File: config.mk
export PLATFORM = sky130hd
export DESIGN_NAME = stable_priority_ordered_list
export DESIGN_NICKNAME = d
export VERILOG_FILES = /design/src/rtl/core/spol_pkg.sv /design/src/rtl/core/stable_priority_ordered_list.sv /design/src/rtl/core/spol_ram.sv
export SDC_FILE = /design/constraint.sdc
export NUM_CORES = 1
export LEC_CHECK = 0
export BUFFER_PORTS_ARGS = -buffer_cell sky130_fd_sc_hd__buf_2
export CAP_MARGIN = 20
export CORE_ASPECT_RATIO = 0.6
export CORE_UTILIZATION = 65
export CTS_BUF_LIST = sky130_fd_sc_hd__clkbuf_16
export DETAILED_ROUTE_END_ITERATION = 10
export PLACE_DENSITY = 0.87
export SYNTH_ARGS = -nofsm -noshare
export SYNTH_HDL_FRONTEND = slang
export SYNTH_SLANG_ARGS = --single-unit
File: constraint.sdc
create_clock -name clk -period 6.8 [get_ports clk]
set_input_delay 1.36 -clock clk [delete_from_list [all_inputs] [get_ports clk]]
set_output_delay 1.36 -clock clk [all_outputs]
set_load 0.02 [all_outputs]
File: src/rtl/core/spol_pkg.sv
// shared types and constants for the stable priority-ordered list
// no dependencies; imported by the list module, its checker and the testbench top
package spol_pkg;

  // list geometry
  localparam int DEPTH       = 32;
  localparam int IDX_W       = $clog2(DEPTH);
  localparam int CNT_W       = $clog2(DEPTH + 1);
  localparam int POS_W       = 5;
  localparam int CMP_W       = (CNT_W > POS_W) ? CNT_W : POS_W;
  localparam int KEY_W       = 8;
  localparam int TAG_W       = 8;
  localparam int ENTRY_W     = KEY_W + TAG_W;
  localparam int COUNT_OUT_W = 6;

  // operation codes
  typedef enum logic [1:0] {
    OP_INSERT = 2'd0,
    OP_READ   = 2'd1,
    OP_REMOVE = 2'd2
  } op_t;

  // result status codes
  typedef enum logic [1:0] {
    STAT_OK    = 2'd0,
    STAT_FULL  = 2'd1,
    STAT_RANGE = 2'd2
  } status_t;

  // sequencer states
  typedef enum logic [2:0] {
    ST_IDLE,
    ST_INS_WALK,
    ST_INS_HEAD,
    ST_RD_WAIT,
    ST_RM_SHIFT,
    ST_PUSH
  } state_t;

  // input request payload
  typedef struct packed {
    op_t                operation;
    logic [KEY_W-1:0]   prio_key;
    logic [TAG_W-1:0]   entry_tag;
    logic [POS_W-1:0]   position;
  } in_req_t;

  // result payload
  typedef struct packed {
    status_t                  status;
    logic [KEY_W-1:0]         out_key;
    logic [TAG_W-1:0]         out_tag;
    logic [COUNT_OUT_W-1:0]   entry_count;
  } out_rsp_t;

endpackage

File: src/rtl/core/stable_priority_ordered_list.sv
// Stable priority-ordered list of DEPTH (key, tag) entries held in one synchronous
// ram, kept in descending key order with first-come-first-served order among equal
// keys. One request is worked at a time; in_ready is high while the block is idle.
// A read fetches its entry from the ram and then loads the result. An insert into a
// full or empty list goes straight to the final step; otherwise each entry with a
// lower key is moved down one slot, one ram read and write per cycle.
// A remove at index p moves each later entry up one slot in the same way.
// Out-of-range requests go straight to the final step. The result register frees the next request
// as soon as the result is loaded; a stalled output holds the sequencer only at
// its final step. No clearing pass is needed after reset.
// depends on spol_pkg and spol_ram
module stable_priority_ordered_list
  import spol_pkg::*;
(
  input  logic     clk,
  input  logic     rst_n,
  input  logic     in_valid,
  output logic     in_ready,
  input  in_req_t  in_data,
  output logic     out_valid,
  input  logic     out_ready,
  output out_rsp_t out_data
);

  localparam int JW = CNT_W + 1;

  state_t             state_r, state_nxt;
  in_req_t            req_r, req_nxt;
  logic [CNT_W-1:0]   j_r, j_nxt;
  logic [CNT_W-1:0]   count_r, count_nxt;
  out_rsp_t           res_r, res_nxt;
  out_rsp_t           out_r, out_nxt;
  logic               out_valid_r, out_valid_nxt;

  logic               ram_we;
  logic [IDX_W-1:0]   ram_waddr;
  logic [ENTRY_W-1:0] ram_wdata;
  logic [IDX_W-1:0]   ram_raddr;
  logic [ENTRY_W-1:0] ram_rdata;
  logic [KEY_W-1:0]   rd_key;
  logic [TAG_W-1:0]   rd_tag;

  logic               cnt_full;
  logic               cnt_empty;
  logic               pos_bad;
  logic               walk_shift;
  logic               more1;
  logic               more2;
  logic               out_free;
  logic [JW-1:0]      j_p1;
  logic [JW-1:0]      j_p2;
  logic [JW-1:0]      cnt_ext;
  logic [CNT_W-1:0]   j_m1;
  logic [CNT_W-1:0]   cnt_m1;
  logic [CNT_W-1:0]   cnt_p1;

  // entry storage: key in the upper byte, tag in the lower
  spol_ram #(
    .WIDTH (ENTRY_W),
    .DEPTH (DEPTH)
  ) u_store (
    .clk   (clk),
    .we    (ram_we),
    .waddr (ram_waddr),
    .wdata (ram_wdata),
    .raddr (ram_raddr),
    .rdata (ram_rdata)
  );

  assign rd_key = ram_rdata[ENTRY_W-1:TAG_W];
  assign rd_tag = ram_rdata[TAG_W-1:0];

  // shared conditions
  assign cnt_full   = (count_r == CNT_W'(DEPTH));
  assign cnt_empty  = (count_r == '0);
  assign pos_bad    = (CMP_W'(in_data.position) >= CMP_W'(count_r));
  assign walk_shift = (rd_key < req_r.prio_key);
  assign j_p1       = {1'b0, j_r} + JW'(1);
  assign j_p2       = {1'b0, j_r} + JW'(2);
  assign cnt_ext    = {1'b0, count_r};
  assign more1      = (j_p1 < cnt_ext);
  assign more2      = (j_p2 < cnt_ext);
  assign j_m1       = j_r - CNT_W'(1);
  assign cnt_m1     = count_r - CNT_W'(1);
  assign cnt_p1     = count_r + CNT_W'(1);
  assign out_free   = !out_valid_r || out_ready;

  assign in_ready  = (state_r == ST_IDLE);
  assign out_valid = out_valid_r;
  assign out_data  = out_r;

  // next state
  always_comb begin
    state_nxt = state_r;
    case (state_r)
      ST_IDLE: begin
        if (in_valid) begin
          case (in_data.operation)
            OP_INSERT: begin
              state_nxt = (cnt_full || cnt_empty) ? ST_PUSH : ST_INS_WALK;
            end
            OP_READ, OP_REMOVE: begin
              state_nxt = pos_bad ? ST_PUSH : ST_RD_WAIT;
            end
            default: state_nxt = ST_PUSH;
          endcase
        end
      end
      ST_INS_WALK: begin
        if (walk_shift) begin
          state_nxt = (j_r == '0) ? ST_INS_HEAD : ST_INS_WALK;
        end else begin
          state_nxt = ST_PUSH;
        end
      end
      ST_INS_HEAD: state_nxt = ST_PUSH;
      ST_RD_WAIT: begin
        state_nxt = (req_r.operation == OP_REMOVE && more1) ? ST_RM_SHIFT : ST_PUSH;
      end
      ST_RM_SHIFT: state_nxt = more2 ? ST_RM_SHIFT : ST_PUSH;
      ST_PUSH:     state_nxt = out_free ? ST_IDLE : ST_PUSH;
      default:     state_nxt = ST_IDLE;
    endcase
  end

  // ram control and datapath updates
  always_comb begin
    req_nxt       = req_r;
    j_nxt         = j_r;
    count_nxt     = count_r;
    res_nxt       = res_r;
    out_nxt       = out_r;
    out_valid_nxt = out_valid_r && !out_ready;
    ram_we        = 1'b0;
    ram_waddr     = '0;
    ram_wdata     = {req_r.prio_key, req_r.entry_tag};
    ram_raddr     = '0;

    case (state_r)
      ST_IDLE: begin
        req_nxt = in_data;
        res_nxt = '{status: STAT_OK, out_key: '0, out_tag: '0, entry_count: '0};
        case (in_data.operation)
          OP_INSERT: begin
            // walk starts at the tail
            ram_raddr = cnt_m1[IDX_W-1:0];
            j_nxt     = cnt_m1;
            if (in_valid && cnt_full) begin
              res_nxt.status = STAT_FULL;
            end else if (in_valid && cnt_empty) begin
              ram_we    = 1'b1;
              ram_waddr = '0;
              ram_wdata = {in_data.prio_key, in_data.entry_tag};
              count_nxt = cnt_p1;
            end
          end
          OP_READ, OP_REMOVE: begin
            ram_raddr = IDX_W'(in_data.position);
            j_nxt     = CNT_W'(in_data.position);
            if (pos_bad) begin
              res_nxt.status = STAT_RANGE;
            end
          end
          default: ;
        endcase
      end
      ST_INS_WALK: begin
        // lower keys move down one slot; equal keys stay ahead of the new entry
        ram_we    = 1'b1;
        ram_waddr = j_p1[IDX_W-1:0];
        if (walk_shift) begin
          ram_wdata = ram_rdata;
          ram_raddr = j_m1[IDX_W-1:0];
          j_nxt     = j_m1;
        end else begin
          count_nxt = cnt_p1;
        end
      end
      ST_INS_HEAD: begin
        ram_we    = 1'b1;
        ram_waddr = '0;
        count_nxt = cnt_p1;
      end
      ST_RD_WAIT: begin
        res_nxt.out_key = rd_key;
        res_nxt.out_tag = rd_tag;
        ram_raddr       = j_p1[IDX_W-1:0];
        if (req_r.operation == OP_REMOVE && !more1) begin
          count_nxt = cnt_m1;
        end
      end
      ST_RM_SHIFT: begin
        // close the gap one entry per cycle
        ram_we    = 1'b1;
        ram_waddr = j_r[IDX_W-1:0];
        ram_wdata = ram_rdata;
        if (more2) begin
          ram_raddr = j_p2[IDX_W-1:0];
          j_nxt     = j_p1[CNT_W-1:0];
        end else begin
          count_nxt = cnt_m1;
        end
      end
      ST_PUSH: begin
        if (out_free) begin
          out_nxt             = res_r;
          out_nxt.entry_count = COUNT_OUT_W'(count_r);
          out_valid_nxt       = 1'b1;
        end
      end
      default: ;
    endcase
  end

  // control registers
  always_ff @(posedge clk) begin
    if (!rst_n) begin
      state_r     <= ST_IDLE;
      count_r     <= '0;
      out_valid_r <= 1'b0;
    end else begin
      state_r     <= state_nxt;
      count_r     <= count_nxt;
      out_valid_r <= out_valid_nxt;
    end
  end

  // payload registers
  always_ff @(posedge clk) begin
    req_r <= req_nxt;
    j_r   <= j_nxt;
    res_r <= res_nxt;
    out_r <= out_nxt;
  end

`ifndef SYNTHESIS
  // entry count never exceeds the list depth
  a_count_bound: assert property (@(posedge clk) disable iff (!rst_n)
    CNT_W'(DEPTH) >= count_r)
    else $error("entry count above depth");

  // a new result only appears after the final sequencer step
  a_out_from_push: assert property (@(posedge clk) disable iff (!rst_n)
    (out_valid_r && !$past(out_valid_r)) |-> $past(state_r == ST_PUSH))
    else $error("result loaded outside final step");

  // a full status always reports a full list
  a_full_count: assert property (@(posedge clk) disable iff (!rst_n)
    (out_valid_r && out_r.status == STAT_FULL) |->
      (out_r.entry_count == COUNT_OUT_W'(DEPTH)))
    else $error("full status with list not full");

  // the count only changes as a request finishes its ram work
  a_count_change: assert property (@(posedge clk) disable iff (!rst_n)
    ($past(rst_n) && count_r != $past(count_r)) |-> (state_r == ST_PUSH))
    else $error("count changed mid request");

  // at most one entry gained or lost per request
  a_count_step: assert property (@(posedge clk) disable iff (!rst_n)
    ($past(rst_n) && count_r != $past(count_r)) |->
      (count_r == $past(count_r) + CNT_W'(1) || count_r == $past(count_r) - CNT_W'(1)))
    else $error("count moved by more than one");
`endif

endmodule

File: src/rtl/core/spol_ram.sv
// generic single-write, single-read synchronous ram with registered read data
// no dependencies
module spol_ram #(
  parameter int WIDTH = 16,
  parameter int DEPTH = 32
) (
  input  logic                     clk,
  input  logic                     we,
  input  logic [$clog2(DEPTH)-1:0] waddr,
  input  logic [WIDTH-1:0]         wdata,
  input  logic [$clog2(DEPTH)-1:0] raddr,
  output logic [WIDTH-1:0]         rdata
);

  logic [WIDTH-1:0] mem [DEPTH];

  // write port
  always_ff @(posedge clk) begin
    if (we) begin
      mem[waddr] <= wdata;
    end
  end

  // registered read port
  always_ff @(posedge clk) begin
    rdata <= mem[raddr];
  end

endmodule

# Yosys cells after proc, flatten, opt, wreduce, memory -nomap -nowiden
# Memories as Yosys holds them, arrays and structs flattened. A register that Yosys moved wholly into a read port is not among the register bits.
# Cells that the tools add are included.
[word_totals] regBits=76 ramBits=512 in_bits=27 out_inout_bits=26 wordCells=108 mem_count=1
[op_classes] add_sub_neg=5 order_cmp=4 n_eq_ne=19 mux=43 n_reduce_logical=22
[mem_list] name="u_store.mem" depth=32 word_bits=16 read_ports=1 rd_clocked_by_memory_dff=1 wr=1 line="spol_ram.sv:15" rtl="logic [WIDTH-1:0] mem [DEPTH];"
[op_table] operator="2-to-1 mux 16 bit" n=4
[op_table] operator="2-to-1 mux 6 bit" n=8
[op_table] operator="one-hot mux 16 bit (3 select lines)" n=1
[op_table] operator="one-hot mux 16 bit (2 select lines)" n=1
[op_table] operator="one-hot mux 6 bit (5 select lines)" n=1
[op_table] operator="one-hot mux 5 bit (2 select lines)" n=2
[op_table] operator="one-hot mux 5 bit (4 select lines)" n=1
[op_table] operator="one-hot mux 3 bit (6 select lines)" n=1
[op_table] operator="one-hot mux 6 bit (3 select lines)" n=1
[op_table] operator="2-to-1 mux 3 bit" n=5
[op_table] operator="< comparator 7 x 6 -> 1 bit" n=2
[op_table] operator="inequality test 2 bit, second input constant" n=7
[op_table] operator="zero test 6 bit" n=2
[op_table] operator="one-hot mux 6 bit (2 select lines)" n=1
[op_table] operator="subtractor 6 x 1 -> 6 bit, second input constant" n=2
[op_table] operator="2-to-1 mux 1 bit" n=10
[op_table] operator="2-to-1 mux 5 bit" n=2
[op_table] operator="< comparator 8 bit" n=1
[op_table] operator="adder 6 x 1 -> 7 bit, second input constant" n=1
[op_table] operator="adder 6 x 2 -> 7 bit, second input constant" n=1
[op_table] operator="AND reduction 7 bit" n=1
[op_table] operator="adder 6 x 1 -> 6 bit, second input constant" n=1
[op_table] operator="equality test 3 x 2 -> 1 bit, second input constant" n=2
[op_table] operator="equality test 3 bit, second input constant" n=2
[op_table] operator="other kinds (23)" n=33

# Longest topological paths before layout
[depth] word_depth=8 ltp_mapped=15 mapped_depth_nobuf=12

# By module
# From an unflattened synthesis, not the netlist that was laid out.
[unflattened] cells_unflattened=1555 hier_area_um2=24930.2
[modules_own_cells] module="spol_ram" n_inst=1 cells_each=1143 area_each_um2=20534.7 seq_area_each_um2=15695.1
[modules_own_cells] module="stable_priority_ordered_list" n_inst=1 cells_each=412 area_each_um2=4395.5 seq_area_each_um2=2182.1

# Worst setup path after synthesis
# No wires, ideal clock.
[synth_path] path_kind="input to register" startpoint="input port in_data[21] (netlist bit)" endpoint="memory u_store.mem[0][9] (data pin)" setup_ns=0.454 t_arrival_ns=3.821 required_ns=6.346 slack_ns=2.525 cell_stages=10 n_path_buf=1 cell_sequence="inv_1 -> ha_1 -> nand3_1 -> nor2_1 -> nor2_1 -> o22ai_1 -> nand2_1 -> clkbuf_1 -> a21oi_1 -> o21ai_0"
[synth_via] elab_chain_len=3
[synth_lines] element="from (decl)" line="stable_priority_ordered_list.sv:19" rtl="input in_req_t in_data,"
[synth_lines] element="zero test 2 bit" line="stable_priority_ordered_list.sv:143" rtl="case (in_data.operation)"
[synth_lines] element="2-to-1 mux 16 bit" line="stable_priority_ordered_list.sv:143"
[synth_lines] element="one-hot mux 16 bit (3 select lines)" line="stable_priority_ordered_list.sv:139" rtl="case (state_r)"
[synth_lines] element="via ram_wdata[9]" line="stable_priority_ordered_list.sv:37" rtl="logic [ENTRY_W-1:0] ram_wdata;"
[synth_lines] element="to (decl)" line="spol_ram.sv:15"
# The timed path passes the listed nets, and every way through them passes these cells.

# Worst setup path after layout
[layout_path] startpoint="register j_r[1]" endpoint="register u_store.rdata[8] (read register of u_store.mem)"
[layout_via] elab_chain_len=4 word_cells_on_any_way=7 cone_classes="add/sub (3); order compare (1); mux (3)"
[layout_lines] element="from (decl)" line="stable_priority_ordered_list.sv:29" rtl="logic [CNT_W-1:0] j_r, j_nxt;"
[layout_lines] element="from (signal assigned)" line="stable_priority_ordered_list.sv:231" rtl="j_r <= j_nxt;"
[layout_lines] element="adder 6 x 2 -> 7 bit" line="stable_priority_ordered_list.sv:79" rtl="assign j_p2 = {1'b0, j_r} + JW'(2);"
[layout_lines] element="< comparator 7 x 6 -> 1 bit" line="stable_priority_ordered_list.sv:82" rtl="assign more2 = (j_p2 < cnt_ext);"
[layout_lines] element="2-to-1 mux 5 bit" line="stable_priority_ordered_list.sv:197" rtl="if (more2) begin"
[layout_lines] element="one-hot mux 5 bit (4 select lines) (*)" line="stable_priority_ordered_list.sv:139"
[layout_lines] element="to (decl)" line="spol_ram.sv:12" rtl="output logic [WIDTH-1:0] rdata"
# Mark *: on every way between the ends. The rest lies on a longest branch, timed or not.
# A chain may end at the register's enable or synchronous reset.

==> results.txt <==
EDFF count, synth - 578
gpl congestion - 1.04
post-DR vias/cell - 6.99
crit path kind - reg -> reg
Yosys Warn Count - 0
# rows - 55
RSZ-0062 raised after global routing - false
Global Route Usage Sum - 35.2%
Hold Fails Final Rpt - 0
IO Count - 53
PwrDens - 571 mW/mm2
CP Launch Type - flip-flop
post-DP HPWL - 42800 um
post-CTS setup buffers - 0
crit end category - flip-flop
worst hold slack - 430 ps
cts hold-fix bufs - 0
Reg2Reg Setup Slack - 1220 ps
P&R area growth vs syn - 11.3%
Max clock buf depth - 3
R2R depth - 13
Area contributors post-synth - edfxtp_1 (70%), nand2_1 (6.6%), nand3_1 (3.6%), dfxtp_1 (2.1%), mux2i_1 (2.0%)
crit share post-route - 82.1%
Distinct cells, synth - 68
Routed wire per std cell - 28.3 um
fraction of layout cells with a size suffix above 1 - 10.2%
commonest non-fill, non-tap cell in the layout - edfxtp_1
reg2reg end - u_store.rdata[8]$_DFF_P_
total CTS buffers - 50
clock root buffer - clkbuf_16
status - complete, no violations
hold path startpoint - res_r[18]$_SDFFCE_PN0P_
Gates resized, CTS repair - 0
Filler cells - 2124
peak supply drop - 497 uV
iteration-0 DRC count of the detailed router - 3722
TritonRoute pass-1 iters - 7
Initial Utilization - 65.9%
Synth top area share - 70.0%
CTS tree - done
pin count of the biggest net entering global routing - 145
DR DRC count - 0
Clock Latency Late Sink - 620 ps
synthesized flop and latch total - 604
DR vias - 17400
gate count after technology mapping - 1870
WHS Endpoint - out_data[18]$_DFFE_PP_
CTS Sinks - 604
GR Overflow Total - 0
Critical Path RT - 7200 ps
register area share after synthesis - 72.1%
NumNets Final - 1998
final WL - 70700 um
Core Region - 0.0376 mm2
synthesized area per cell - 13.3 um2
hold path depth - 0
reg-to-reg startpoint - j_r[1]$_DFFE_PP_
initial antenna violation count - 3
Final setup viols - 0
most frequent cells in the layout - edfxtp_1 (578), nand2_1 (433), nand3_1 (180)
first-pass GRT wire length - 99500 um
TNS Setup - 0 ps
top_reg_cell synth - edfxtp_1
Synthesized Nets - 1929
Worst Tran Pin Value - 1150 ps
Max-slew headroom - 23.1%
Die X - 254 um
Worst EP arrival - 5980 ps
Async SR Flop Fraction - 0%
antenna-violating nets left - 0
die height - 153 um
vias in the first global route - 16000
synthesized cell area - 0.0248 mm2
IO Port Bufs - 52
worst clock skew - 46.4 ps
Reg clk slew, reported paths - 70 ps
htree depth - 2
max-cap violations - 0
maximum fanout along the worst path - 59
f_max - 0.179 GHz
hold crit path type - reg -> reg
Synth area leader - edfxtp_1
Slew Limit Fails - 0
LEAKAGE - 9.87 nW
die footprint - 0.0390 mm2
final period demand of the worst path - 5580 ps
-- metrics by stage --
| step | utilization, % | setup slack, ps | cells | area (um2) | total power, W |
|---|---|---|---|---|---|
| after CTS | 72.6 | 1630 | 2483 | 27300 | 0.0149 |
| after global placement | 68.4 | 1660 | 2388 | 25700 | 0.0118 |
| after floorplan | - | 2520 | 1870 | 24800 | 0.00970 |
| after detailed placement | 68.4 | 1560 | 2389 | 25800 | 0.0122 |
| final | 73.4 | 1220 | 2495 | 27600 | 0.0158 |
| after global routing | 73.3 | 1190 | 2494 | 27600 | 0.0161 |
-- final cells by class --
class                   count  area (um2)  share of cell area (%)
diodes                      1        2.50                 0.00906
clock buffers              51        1280                    4.62
inverters                  38         143                   0.517
flip-flops and latches    604       17900                    64.7
multi-input cells        1121        6310                    22.9
clock inverters            43         279                    1.01
well taps                 513         642                    2.32
repair buffers            124        1080                    3.91
-- metal layers --
metal	share of wire, %	up-vias	track usage (%)
li1	-	7129	-
met1	36	8269	50.9
met2	41	1782	48.4
met3	20	259	15.9
met4	3.5	2	9.47
met5	0.018	-	0
-- where the power goes --
group | internal [W] | switching [W]
registers | 0.00557 | 0.000339
logic | 0.00193 | 0.00513
clock network | 0.00148 | 0.00132
-- cell usage after synthesis, types with 2 or more instances --
master    instances
or3_1             6
a21o_1            7
nor4_1            4
a21oi_1          43
o22ai_1           6
a221oi_1          3
o31ai_2           2
dfxtp_1          26
buf_6             3
edfxtp_1        578
nand2b_1         12
nand3_1         180
and4_1            8
and2_1            6
a222oi_1         15
clkbuf_1         33
and3_1           26
o21ai_0          17
inv_1            38
o21a_1            4
xnor2_1          13
a32oi_1          46
a211oi_1          8
a311oi_1          3
ha_1             32
buf_4             7
a21boi_0          5
a22oi_1          23
xor2_1            4
nand2_1         433
nor3_1            5
nor3b_1           2
a31oi_1          25
buf_2            56
nor2b_1           3
nor2_1           67
mux2i_1          49
o31a_1            2
nand4_1          34
buf_1             8
-- kinds of logic after synthesis --
group                    synth area share, %
AND/OR/NAND/NOR                         14.2
flip-flops                              72.1
AO/OA/AOI/OAI                           6.79
buffers and inverters                   2.67
multiplexers                            2.02
adder cells (fa/ha/maj)                 1.61
XOR/XNOR                               0.600
-- critical path, stage by stage, from the launching register on --
cell	delay, ps
edfxtp_1	590
inv_1	280
ha_1	420
ha_1	310
a21o_1	160
a31oi_1	250
o211ai_2	280
nor3_1	730
nor2_4	320
buf_4	450
a21oi_1	370
a22oi_1	170
a32oi_1	810
nand4_1	200
-- how the worst max path moves through the flow --
stage	slack (ps)	cells after the start	end	start
after floorplan	2520	10	u_store.mem[0][9]$_DFFE_PP_	in_data[21]
after global placement	1660	12	u_store.rdata[8]$_DFF_P_	in_data[21]
after detailed placement	1560	12	u_store.rdata[8]$_DFF_P_	in_data[21]
after CTS	1630	13	u_store.rdata[8]$_DFF_P_	j_r[1]$_DFFE_PP_
after global routing	1190	13	u_store.rdata[8]$_DFF_P_	j_r[1]$_DFFE_PP_
final	1220	13	u_store.rdata[8]$_DFF_P_	j_r[1]$_DFFE_PP_
-- state kept, by name, summed over array words and instances, names as in the netlist --
register       flops
count_r            6
state_r            3
out_data          24
res_r             18
j_r                6
u_store.rdata     16
out_valid          1
u_store.mem      512
req_r             18
Power figures use the tool's default switching activity.
